File: config.mk
export PLATFORM = sky130hd
export DESIGN_NAME = grw_front
export DESIGN_NICKNAME = d
export VERILOG_FILES = /design/src/hw/rtl/assert_macros.svh /design/src/hw/rtl/grw_pkg.sv /design/src/hw/rtl/grw_front.sv
export SDC_FILE = /design/constraint.sdc
export NUM_CORES = 1
export LEC_CHECK = 0
export ABC_AREA = 1
export BUFFER_PORTS_ARGS = -buffer_cell sky130_fd_sc_hd__buf_2
export CAP_MARGIN = 10
export CORE_ASPECT_RATIO = 0.75
export CORE_MARGIN = 2
export CORE_UTILIZATION = 45
export DETAILED_ROUTE_END_ITERATION = 10
export GPL_ROUTABILITY_DRIVEN = 0
export PLACE_DENSITY_LB_ADDON = 0.1
export REMOVE_ABC_BUFFERS = 1
export SKIP_CTS_REPAIR_TIMING = 1
export SYNTH_ARGS = -nofsm -noshare
export SYNTH_HDL_FRONTEND = slang
export SYNTH_SLANG_ARGS = --single-unit
export TNS_END_PERCENT = 5
File: constraint.sdc
create_clock -name clock -period 1.8 [get_ports clock]
set_input_delay 0 -clock clock [delete_from_list [all_inputs] [get_ports clock]]
set_output_delay 0 -clock clock [all_outputs]
set_load 0.02 [all_outputs]
File: src/hw/rtl/assert_macros.svh
// ----------------------------------------------------------------------------
// assert_macros
// Assertion helpers used by the top-level RTL file.
// ----------------------------------------------------------------------------
`ifndef ASSERT_MACROS_SVH
`define ASSERT_MACROS_SVH

// Check a property on every rising clock edge outside reset.
`define GRW_ASSERT(label, prop, msg) \
   label: assert property (@(posedge clock) disable iff (reset) (prop)) else $error(msg);

// Check that a condition implies a consequence on the following edge.
`define GRW_ASSERT_NEXT(label, cond, cons, msg) \
   label: assert property (@(posedge clock) disable iff (reset) (cond) |=> (cons)) \
      else $error(msg);

`endif

File: src/hw/rtl/grw_pkg.sv
// ----------------------------------------------------------------------------
// grw_pkg
// Types and constants of the grid ray wall search block.
// ----------------------------------------------------------------------------
package grw_pkg;

   // Request command codes
   localparam logic CMD_WRITE = 1'b0;
   localparam logic CMD_CAST  = 1'b1;

   // Fixed-point constants
   localparam int ONE_Q16   = 65536;
   localparam int FRAC_BITS = 16;

   // Shared divider widths: 2^32 over a 34-bit magnitude
   localparam int DIV_NUM_W = 33;
   localparam int DIV_DEN_W = 34;

   typedef enum logic [2:0] {
      CSR_POS_ROW      = 3'd0,
      CSR_POS_COL      = 3'd1,
      CSR_DIR_ROW      = 3'd2,
      CSR_DIR_COL      = 3'd3,
      CSR_PLANE_ROW    = 3'd4,
      CSR_PLANE_COL    = 3'd5,
      CSR_SCREEN_WIDTH = 3'd6
   } csr_index_type;

   typedef struct packed {
      logic        [21:0] pos_row;
      logic        [21:0] pos_col;
      logic signed [17:0] dir_row;
      logic signed [17:0] dir_col;
      logic signed [17:0] plane_row;
      logic signed [17:0] plane_col;
      logic        [12:0] screen_width;
   } cfg_type;

   typedef struct packed {
      logic        is_cast;
      logic [11:0] column;
      logic [5:0]  cell_row;
      logic [5:0]  cell_col;
      logic        cell_wall;
   } req_item_type;

   typedef struct packed {
      logic [11:0] cast_column;
      logic        found;
      logic [5:0]  hit_row;
      logic [5:0]  hit_col;
      logic        side;
      logic [31:0] side_dist_row;
      logic [31:0] side_dist_col;
   } rsp_item_type;

   typedef struct packed {
      logic valid;
      logic take;
   } item_hs_type;

   typedef struct packed {
      logic clearing;
      logic busy;
   } back_status_type;

   typedef enum logic [3:0] {
      BK_CLEAR,
      BK_IDLE,
      BK_CX_WAIT,
      BK_RAY_MUL,
      BK_RAY_SUM,
      BK_DR_START,
      BK_DR_WAIT,
      BK_DC_WAIT,
      BK_INIT_MUL,
      BK_INIT_SAT,
      BK_STEP,
      BK_CHECK,
      BK_DONE
   } back_state_type;

endpackage

File: src/hw/rtl/grw_front.sv
// ----------------------------------------------------------------------------
// grw_front
// Accepts requests, tags them as map write or cast and queues them.
// ----------------------------------------------------------------------------
module grw_front import grw_pkg::*; (
   input  logic         clock,
   input  logic         reset,
   input  logic         push,
   input  logic         hold,
   input  logic         cmd,
   input  logic [11:0]  column,
   input  logic [5:0]   cell_row,
   input  logic [5:0]   cell_col,
   input  logic         cell_wall,
   output logic         full,
   input  item_hs_type  hs_in,
   output logic         item_valid,
   output req_item_type item
);

   req_item_type q_ff [2];
   logic         wr_ptr_ff, wr_ptr_in;
   logic         rd_ptr_ff, rd_ptr_in;
   logic [1:0]   cnt_ff, cnt_in;
   logic         do_push, do_pop;
   req_item_type new_item;

   // Classify the incoming request
   always_comb begin
      new_item.is_cast   = (cmd == CMD_CAST);
      new_item.column    = column;
      new_item.cell_row  = cell_row;
      new_item.cell_col  = cell_col;
      new_item.cell_wall = cell_wall;
   end

   assign full       = (cnt_ff == 2'd2) || hold;
   assign do_push    = push && !full;
   assign do_pop     = hs_in.take && (cnt_ff != 2'd0);
   assign item_valid = (cnt_ff != 2'd0);
   assign item       = q_ff[rd_ptr_ff];

   // Advance pointers and fill level
   always_comb begin
      wr_ptr_in = wr_ptr_ff ^ do_push;
      rd_ptr_in = rd_ptr_ff ^ do_pop;
      cnt_in    = cnt_ff + {1'b0, do_push} - {1'b0, do_pop};
   end

   always_ff @(posedge clock) begin
      if (reset) begin
         wr_ptr_ff <= 1'b0;
         rd_ptr_ff <= 1'b0;
         cnt_ff    <= 2'd0;
      end else begin
         wr_ptr_ff <= wr_ptr_in;
         rd_ptr_ff <= rd_ptr_in;
         cnt_ff    <= cnt_in;
      end
      if (do_push) begin
         q_ff[wr_ptr_ff] <= new_item;
      end
   end

endmodule

==> metrics, run 1 <==
Die Height approximately 65 um; Die Area 0.00551 mm^2; crit end category flip-flop; cell count after synthesis between 100 and 150; max-cap check violation count 0; clk sinks between 50 and 60; Max Slew Vio Count 0; antenna cell count 0; share of layout cells above drive strength 1 45.1%; Antenna Violating Nets Remaining 0; Synth Warn # 0; final setup vio count 0; pin count of the biggest net entering global routing 22; vias in the first global route 1086; status finished clean; gr usage total approximately an eighth; Reg-to-Reg Start cnt_ff[1]; mean routed wirelength per cell around 12 um; drt pass-1 iters 4; root buffer cell clkbuf_8; P&R area growth vs syn 34.0%; Switching Share between 20 and 30%; Final #Nets around 250; Reg clk slew, reported paths 0.08 ns; leading area contributor after synthesis edfxtp_1; final WL ~3300 um; first-pass GRT wire length slightly below 5000 um; Seq pwr share about half; via/cell ratio around 4.5; Final period util between 90% and 100%; Design Power 3.22 mW; worst-path maximum fanout 4; VDD IR max a little over 0.0006 V; Fmax around 600 MHz; clock share of power roughly a fifth; GRT overflow 0; Hold Startpoint push; DP Wirelength about 2200 um; P_int 2.30 mW; Worst EP arrival roughly 1.9 ns; startpoint class of the critical path flip-flop; sequential-to-total area share from yosys stat 74.1%; Post-Route Setup TNS 0 ns; synth top area cells edfxtp_1, mux2_4, mux2_2, dfxtp_1, ha_1; final setup skew approximately 0.0023 ns; post-synthesis register bit count 56; hold slack around 0.18 ns; Worst setup startpoint cnt_ff[1]; commonest non-fill, non-tap cell in the layout buf_2; Post-route DRC 0; Hold WC Path Type input port to flip-flop; TritonCTS clock tree yes; Fillers 375; Slew @ Worst Pin around 0.27 ns; initial core utilization a little under half; Die W ~85 um; most frequent cells in the layout buf_2, edfxtp_1, dlygate4sd3_1; Syn Area/Cell between 15 and 20 um^2; RSZ-0062 raised after global routing no; I/O pins 60; final worst path period need about 1.7 ns; Worst slew margin about 82%; CTS Buf Count 5; Core Region between 0.004 and 0.005 mm^2; First DRT Iteration DRCs 56; PortBufs 58; crit path kind flip-flop to flip-flop; CP required roughly 2.0 ns; initial antenna violation count 0; Pleak around 1.2 nW; Comb pwr share 30.6%; Sw Pwr about 0.92 mW; worst skew pair latency around 0.29 ns; Clock Path Buffers 2; PD cells about 1100 mW/mm^2; Yosys top cell area share 70.5%; DR vias about 1200; Rows 22; synth unique cells 13; Hold Violations, Final 0; H-tree Lvls 2; Post-Syn Area about 0.0022 mm^2
==> cell type report <==
class | count | area, um^2 | area share (%)
clock buffers | 7 | 76.3 | 2.57
clock inverters | 1 | 3.75 | 0.126
inverters | 11 | 41.3 | 1.39
multi-input cells | 47 | 484 | 16.3
flip-flops and latches | 56 | 1640 | 55.3
well taps | 60 | 75.1 | 2.53
repair buffers | 91 | 646 | 21.7
==> metal layers <==
layer  vias to the layer above  track usage [%]  wire length [um]
li1                        615                -                 -
met1                       568             13.2              1370
met2                        30             20.9              1750
met3                         5             4.71               185
met4                         0             4.76                38
met5                         -                0                 0
==> through the flow <==
step                      utilization (%)  setup WS, ns  instance area, um^2  std cells
final                                61.6         0.146                 2970        273
after global routing                 61.6        0.0180                 2970        273
after CTS                            55.8        0.0781                 2690        245
after detailed placement             54.1        0.0952                 2610        237
after global placement               54.1         0.240                 2610        237
after floorplan                         -       -0.0714                 2160        114
==> logic make-up (layout without fill, tap and decap cells) <==
group                    count (synthesis)  in the layout  share of synthesized area (%)
buffers and inverters                   14            110                           4.18
AND/OR/NAND/NOR                         15             15                           2.65
flip-flops                              56             56                           74.1
multiplexers                            26             26                           16.3
adder cells (fa/ha/maj)                  4              4                           2.26
AO/OA/AOI/OAI                            2              2                          0.565
==> synthesized netlist by cell type, drive strengths merged <==
| cell type | n |
|---|---|
| edfxtp | 52 |
| mux2 | 26 |
| inv | 11 |
| nor2 | 8 |
| nand2 | 5 |
| dfxtp | 4 |
| ha | 4 |
| buf | 3 |
| nand3 | 2 |
| a21oi | 1 |
| o21bai | 1 |
==> critical path, cell delays in order (launching register included) <==
cell and delay, ns:
dfxtp_1 0.32, inv_1 0.11, o21bai_1 0.12, nor2_2 0.15, inv_1 0.06, ha_1 0.27, inv_1 0.04, ha_1 0.19
inv_1 0.05, nand2_1 0.06, a21oi_1 0.14, nor2_1 0.06
==> state kept, by name, summed over array words and instances, names as in the netlist <==
name       flops
rd_ptr_ff      1
cnt_ff         2
wr_ptr_ff      1
q_ff          52
==> worst paths after layout <==
kind / slack, ns / to / depth (start not counted)
setup / recovery: 0.15 / cnt_ff[1] / 11
hold / removal: 0.18 / wr_ptr_ff / 5
setup reg to reg: 0.15 / cnt_ff[1] / 11
hold reg to reg: 0.58 / wr_ptr_ff / 3
==> power by group through the flow <==
| stage | Clock, mW | Sequential (mW) | Combinational, mW |
|---|---|---|---|
| final | 0.615 | 1.62 | 0.986 |
| after global routing | 0.704 | 1.63 | 1.06 |
| after CTS | 0.650 | 1.62 | 0.957 |
| after detailed placement | 0 | 1.65 | 0.954 |
| after global placement | 0 | 1.64 | 0.936 |
| after floorplan | 0 | 1.68 | 0.615 |
Note: power is estimated with default switching activity, not from simulation.
==> run 2, diff against run 1 <==
--- a/config.mk
+++ b/config.mk
@@ -13,6 +13,7 @@
 export CORE_UTILIZATION = 45
 export DETAILED_ROUTE_END_ITERATION = 10
 export GPL_ROUTABILITY_DRIVEN = 0
+export GPL_TIMING_DRIVEN = 0
 export PLACE_DENSITY_LB_ADDON = 0.1
 export REMOVE_ABC_BUFFERS = 1
 export SKIP_CTS_REPAIR_TIMING = 1
==> run 2 against run 1 <==
Effect of this change:
- the run now ends with negative hold slack left
- sequential share of layout area rose by 0.74 points
- cell count fell by 1.8%
- setup slack improved by 0.0053 ns
- critical path depth did not move
- cell area fell by 1.1%
- hold slack got worse by 0.20 ns
- critical path type unchanged
- largest cell class unchanged
==> metrics, run 2 (same netlist as run 1, synthesis figures left out) <==
Hold Violations, Final 1 (+1); Hold EP rd_ptr_ff; Reg with most FFs q_ff; gr usage total 13.0% (+0.98 points); share of layout cells above drive strength 1 45.7% (+0.60 points); Slew @ Worst Pin 0.471 ns (+0.202 ns); Design Power 3.20 mW (-0.56%); drt pass-1 iters 4 (unchanged); Clock Path Buffers 2 (unchanged); P_int 2.27 mW (-1.3%); CTS Buf Count 5 (unchanged); DR vias 1201 (-1.4%); Fillers 375 (unchanged); Reg2Reg Setup Slack 0.15 ns (about the same); H-tree Lvls 2 (unchanged); Reg clk slew, reported paths 0.08 ns (about the same); status finished, violations left; hold slack -0.0188 ns (-0.199 ns); final setup vio count 0 (unchanged); First DRT Iteration DRCs 37 (-34%); Final #Nets 244 (-1.6%); vias in the first global route 1086 (unchanged); slowest stage delay, CP 0.33 ns (about the same); GRT overflow 0 (unchanged); Reg-to-Reg Start cnt_ff[1]; Pleak 1.18 nW (-1.5%); Fmax 606 MHz (+0.32%); PortBufs 58 (unchanged); Hold Startpoint hs_in[0]; I/O pins 60 (unchanged); TritonCTS clock tree yes; crit-path most repeated cell inv_1; PD cells 1090 mW/mm^2 (+0.54%); Worst EP arrival 1.84 ns (about the same); failing checks negative hold slack; final setup skew 0.00414 ns (+0.00186 ns); Antenna Violating Nets Remaining 0 (unchanged); worst path cell trace inv_2 -> o21bai_1 -> nor2_2 -> inv_1 -> ha_1 -> inv_1 -> ha_1 -> inv_1 -> nand2_1 -> a21oi_1 -> nor2_1; DP Wirelength 2190 um (-1.8%); Final period util 91.6% (-0.29 points); Seq pwr share 52.6% (+2.4 points); Worst setup startpoint cnt_ff[1]; via/cell ratio 4.48 (+0.44%); Switching Share 29.0% (+0.52 points); clk sinks 56 (unchanged); worst skew pair latency 0.29 ns (about the same); Post-route DRC 0 (unchanged); mean routed wirelength per cell 12.8 um (+4.7%); initial core utilization 46.0% (unchanged); most frequent cells in the layout buf_2, edfxtp_1, dlygate4sd3_1; Comb pwr share 28.6% (-2.0 points); Core Region 0.00482 mm^2 (unchanged); CP max-delay cell dfxtp_1; Die W 85.0 um (unchanged); Hold WC Path Type input port to flip-flop; CP required 1.99 ns (about the same); max-cap check violation count 0 (unchanged); Die Area 0.00551 mm^2 (unchanged); P&R area growth vs syn 32.5%; worst r2r dst cnt_ff[1]; first-pass GRT wire length 5220 um (+7.2%); worst hold path depth 4 (-1); biggest regs q_ff: 52 flops, cnt_ff: 2 flops; final WL 3440 um (+2.8%); Max Slew Vio Count 0 (unchanged); Largest register FFs 52 (unchanged); RSZ-0062 raised after global routing no; antenna cell count 0 (unchanged); crit path kind flip-flop to flip-flop; Rows 22 (unchanged); Die Height 64.8 um (unchanged); commonest non-fill, non-tap cell in the layout buf_2; worst-path maximum fanout 4 (unchanged); Worst slew margin 68.6% (-13 points); Sw Pwr 0.928 mW (+1.3%); r2r worst-path depth 11 (unchanged); clock share of power 18.9% (-0.2 points); VDD IR max 0.000733 V (+19%); initial antenna violation count 0 (unchanged); final worst path period need 1.65 ns (-0.00530 ns); startpoint class of the critical path flip-flop; pin count of the biggest net entering global routing 29 (+32%); root buffer cell clkbuf_8; crit end category flip-flop
run 2: changes by cell type in the layout (fill, tap and decap cells not counted), sizes merged:
cell	delta
clkbuf	-1
buf	-4
dlygate4sd3	-1
clkinv	+1
run 2: final cells by class:
| class | instances | area (um^2) | share of cell area [%] |
|---|---|---|---|
| sequential | 56 | 1650 | 56.1 |
| multi-input combinational | 47 | 484 | 16.5 |
| timing repair buffer | 87 | 613 | 20.9 |
| clock inverter | 2 | 7.51 | 0.256 |
| inverter | 11 | 41.3 | 1.41 |
| tap | 60 | 75.1 | 2.56 |
| clock buffer | 5 | 68.8 | 2.34 |
run 2: critical path, delay by kind of cell, from the launching register on:
family / cells / cell delay (ns)
simple gates: 3 / 0.29
flops: 1 / 0.33
compound gates: 2 / 0.24
buf+inv: 4 / 0.24
fa+ha+maj: 2 / 0.46
run 2: layer usage:
| layer | share of wire (%) | routed length (um) | vias up | global-route usage [%] |
|---|---|---|---|---|
| li1 | - | - | 605 | - |
| met1 | 43 | 1490 | 558 | 15.6 |
| met2 | 50 | 1730 | 34 | 20.9 |
| met3 | 5.1 | 176 | 4 | 5.61 |
| met4 | 1.0 | 36 | 0 | 4.76 |
| met5 | 0 | 0 | - | 0 |
run 2: through the flow:
step	cells	setup WS [ns]	TNS, ns	util (%)	instance area, um^2
after floorplan	114	-0.0714	-3.71	-	2160
after global placement	232	-0.296	-18.71	52.5	2530
after detailed placement	232	-0.387	-19.10	52.5	2530
after CTS	239	-0.400	-19.84	54.1	2610
after global routing	268	0.00311	0	61.0	2940
final	268	0.151	0	61.0	2940
run 2: how the worst max path moves through the flow:
stage                   to  cells after the start
3_3_place_gp   q_ff[1][16]                      4
4_1_cts         q_ff[0][9]                      4
5_1_grt          cnt_ff[1]                     12
3_5_place_dp   q_ff[0][16]                      4
6_report         cnt_ff[1]                     11
2_1_floorplan   q_ff[1][0]                      4
run 2: power groups by stage:
stage,registers (mW),logic [mW],clock network [mW]
after floorplan,1.68,0.615,0
after global placement,1.70,0.839,0
after detailed placement,1.71,0.849,0
after CTS,1.68,0.854,0.633
after global routing,1.71,0.987,0.680
final,1.68,0.914,0.603
==> run 3, diff against run 2 <==
--- a/config.mk
+++ b/config.mk
@@ -5,9 +5,7 @@
 export SDC_FILE = /design/constraint.sdc
 export NUM_CORES = 1
 export LEC_CHECK = 0
-export ABC_AREA = 1
 export BUFFER_PORTS_ARGS = -buffer_cell sky130_fd_sc_hd__buf_2
-export CAP_MARGIN = 10
 export CORE_ASPECT_RATIO = 0.75
 export CORE_MARGIN = 2
 export CORE_UTILIZATION = 45
==> run 3 against run 2 <==
Effect of this change:
- routed wire length up 0.26%
- flip-flop and latch count unchanged
- utilization up 1.4 points
- register-to-register slack better by 0.06 ns
- cell count down 6.0%
- cell area down 4.1%
- the flow now finishes without violations
- synthesized cell count down 10%
- non-clock buffer count down 2
- critical path depth down 9
- hold slack better by 0.12 ns
- setup slack worse by 0.0094 ns
- clock-buffer cell count up 2
==> metrics, run 3 <==
status finished clean; Slew @ Worst Pin 0.692 ns (+0.221 ns); sequential-to-total area share from yosys stat 76.6% (+2.5 points); Worst slew margin 53.9% (-15 points); crit end category output pin; Post-Syn Area 0.00214 mm^2 (-3.3%); Clock Path Buffers 2 (unchanged); Pleak 1.08 nW (-8.2%); initial core utilization 47.4% (+1.4 points); worst path cell trace mux2_2 -> buf_2; crit path kind flip-flop to output pin; drt pass-1 iters 4 (unchanged); Reg clk slew, reported paths 0.08 ns (about the same); Hold Violations, Final 0 (-1); first-pass GRT wire length 5040 um (-3.4%); Fmax 603 MHz (-0.57%); number of enable flip-flop cells after synthesis 52 (unchanged); RSZ-0062 raised after global routing no; final setup vio count 0 (unchanged); TritonCTS clock tree yes; final worst path period need 1.66 ns (+0.00944 ns); First DRT Iteration DRCs 38 (+2.7%); Worst EP arrival 1.66 ns (-0.18 ns); antenna cell count 0 (unchanged); VDD IR max 0.000620 V (-15%); worst-path maximum fanout 28 (+24); final setup skew 0.00326 ns (-0.000875 ns); Final period util 92.1% (+0.52 points); root buffer cell clkbuf_8; main flop type after synthesis edfxtp_1; Core Util, Final 62.3% (+1.4 points); DR vias 1160 (-3.4%); leading area contributor after synthesis edfxtp_1; synth unique cells 17 (+4); pin count of the biggest net entering global routing 29 (unchanged); mean routed wirelength per cell 13.7 um (+6.6%); Die W 83.7 um (-1.6%); slowest stage delay, CP 0.79 ns (+0.46 ns); biggest regs q_ff: 52 flops, cnt_ff: 2 flops; P&R area growth vs syn 31.4%; Syn Area/Cell 20.4 um^2 (+7.8%); Reg with most FFs q_ff; DP Wirelength 2110 um (-3.6%); synth top area cells edfxtp_1, mux2_2, dfxtp_1, ha_1, xnor3_1; most frequent cells in the layout buf_2, edfxtp_1, dlygate4sd3_1; H-tree Lvls 2 (unchanged); Hold WC Path Type input port to flip-flop; Core Region 0.00452 mm^2 (-6.2%); Die Height 63.8 um (-1.5%); Antenna Violating Nets Remaining 0 (unchanged); Post-route DRC 0 (unchanged); Max Slew Vio Count 0 (unchanged); vias in the first global route 1160 (+6.8%); CP required 1.80 ns (-0.19 ns); gr usage total 12.3% (-0.66 points); cell count after synthesis 105 (-10%); CP max-delay cell dfxtp_2; Rows 21 (-4.5%); Commonest cells post-synth edfxtp_1, mux2_2, dfxtp_1, ha_1, inv_1; Die Area 0.00534 mm^2 (-3.1%); Synth Warn # 0 (unchanged); I/O pins 60 (unchanged); via/cell ratio 4.60 (+2.7%); top-count cell post-synth edfxtp_1; post-synthesis async set-or-reset flop share 0% (unchanged); share of layout cells above drive strength 1 48.7% (+3.0 points); max-cap check violation count 0 (unchanged); Design Power 3.05 mW (-4.7%); commonest non-fill, non-tap cell in the layout buf_2; PortBufs 58 (unchanged); worst skew pair latency 0.29 ns (about the same); Largest register FFs 52 (unchanged); post-synthesis register bit count 56 (unchanged); Yosys top cell area share 72.9% (+2.4 points); CTS Buf Count 5 (unchanged); clk sinks 56 (unchanged); initial antenna violation count 0 (unchanged); startpoint class of the critical path flip-flop; Final #Nets 230 (-5.7%); final WL 3440 um (+0.26%); GRT overflow 0 (unchanged); PD cells 1080 mW/mm^2 (-0.64%)
-- run 3: cell types whose count changed after synthesis, sizes merged, moves of 2 or more --
| cell | delta |
|---|---|
| inv | -7 |
| nand2 | -5 |
| nand3 | -2 |
| nor2b | +2 |
| nor2 | -5 |
-- run 3: layout make-up --
type / instances / area [um^2]
Sequential cell: 56 / 1640
Clock buffer: 7 / 76.3
Timing Repair Buffer: 85 / 561
Tap cell: 57 / 71.3
Multi-Input combinational cell: 42 / 445
Fill cell: 355 / 1700
Inverter: 4 / 15.0
Clock inverter: 1 / 5.00
-- run 3: through the flow --
step	hold slack (ns)	setup TNS [ns]	cell area (um^2)	setup slack, ns	std cells
4_1_cts	-0.118	-19.76	2540	-0.308	225
3_5_place_dp	0.193	-11.53	2460	-0.224	217
2_1_floorplan	0.0667	0	2100	0.163	102
6_report	0.101	0	2820	0.142	252
5_1_grt	0.112	0	2820	0.0527	252
3_3_place_gp	0.187	-7.20	2460	-0.141	217
-- run 3: worst paths after layout --
| path | from | to | slack [ns] | depth (start not counted) |
|---|---|---|---|---|
| hold / removal | hs_in[0] | rd_ptr_ff | 0.10 | 3 |
| setup / recovery | rd_ptr_ff | item[2] | 0.14 | 2 |
| hold reg to reg | wr_ptr_ff | wr_ptr_ff | 0.60 | 3 |
| setup reg to reg | cnt_ff[1] | q_ff[1][2] | 0.21 | 3 |
-- run 3: cell families (layout without fill, tap and decap cells) --
family / Yosys count / after routing / share of synthesized area [%]
flops: 56 / 56 / 76.6
mux: 27 / 27 / 14.4
buf+inv: 7 / 97 / 2.86
simple gates: 6 / 6 / 1.40
fa+ha+maj: 4 / 4 / 2.34
compound gates: 4 / 4 / 1.40
xor+xnor: 1 / 1 / 1.05
-- run 3: worst max-delay path: cells and delay by family (launching register included) --
kind	cells	cell delay (ns)
DFF	1	0.79
muxes	1	0.41
buffers and inverters	1	0.16
-- run 3: metal layers --
metal / global-route usage [%] / share of wire, % / wire [um]
met1: 13.4 / 42 / 1440
met2: 23.0 / 52 / 1800
met3: 4.39 / 5.6 / 193
met4: 3.02 / 0.35 / 12
met5: 0 / 0 / 0
-- run 3: power breakdown --
group	total, mW	switching [mW]	internal, mW
clock network	0.614	0.340	0.273
registers	1.65	0.106	1.54
logic	0.786	0.392	0.394
total	3.05	0.838	2.21
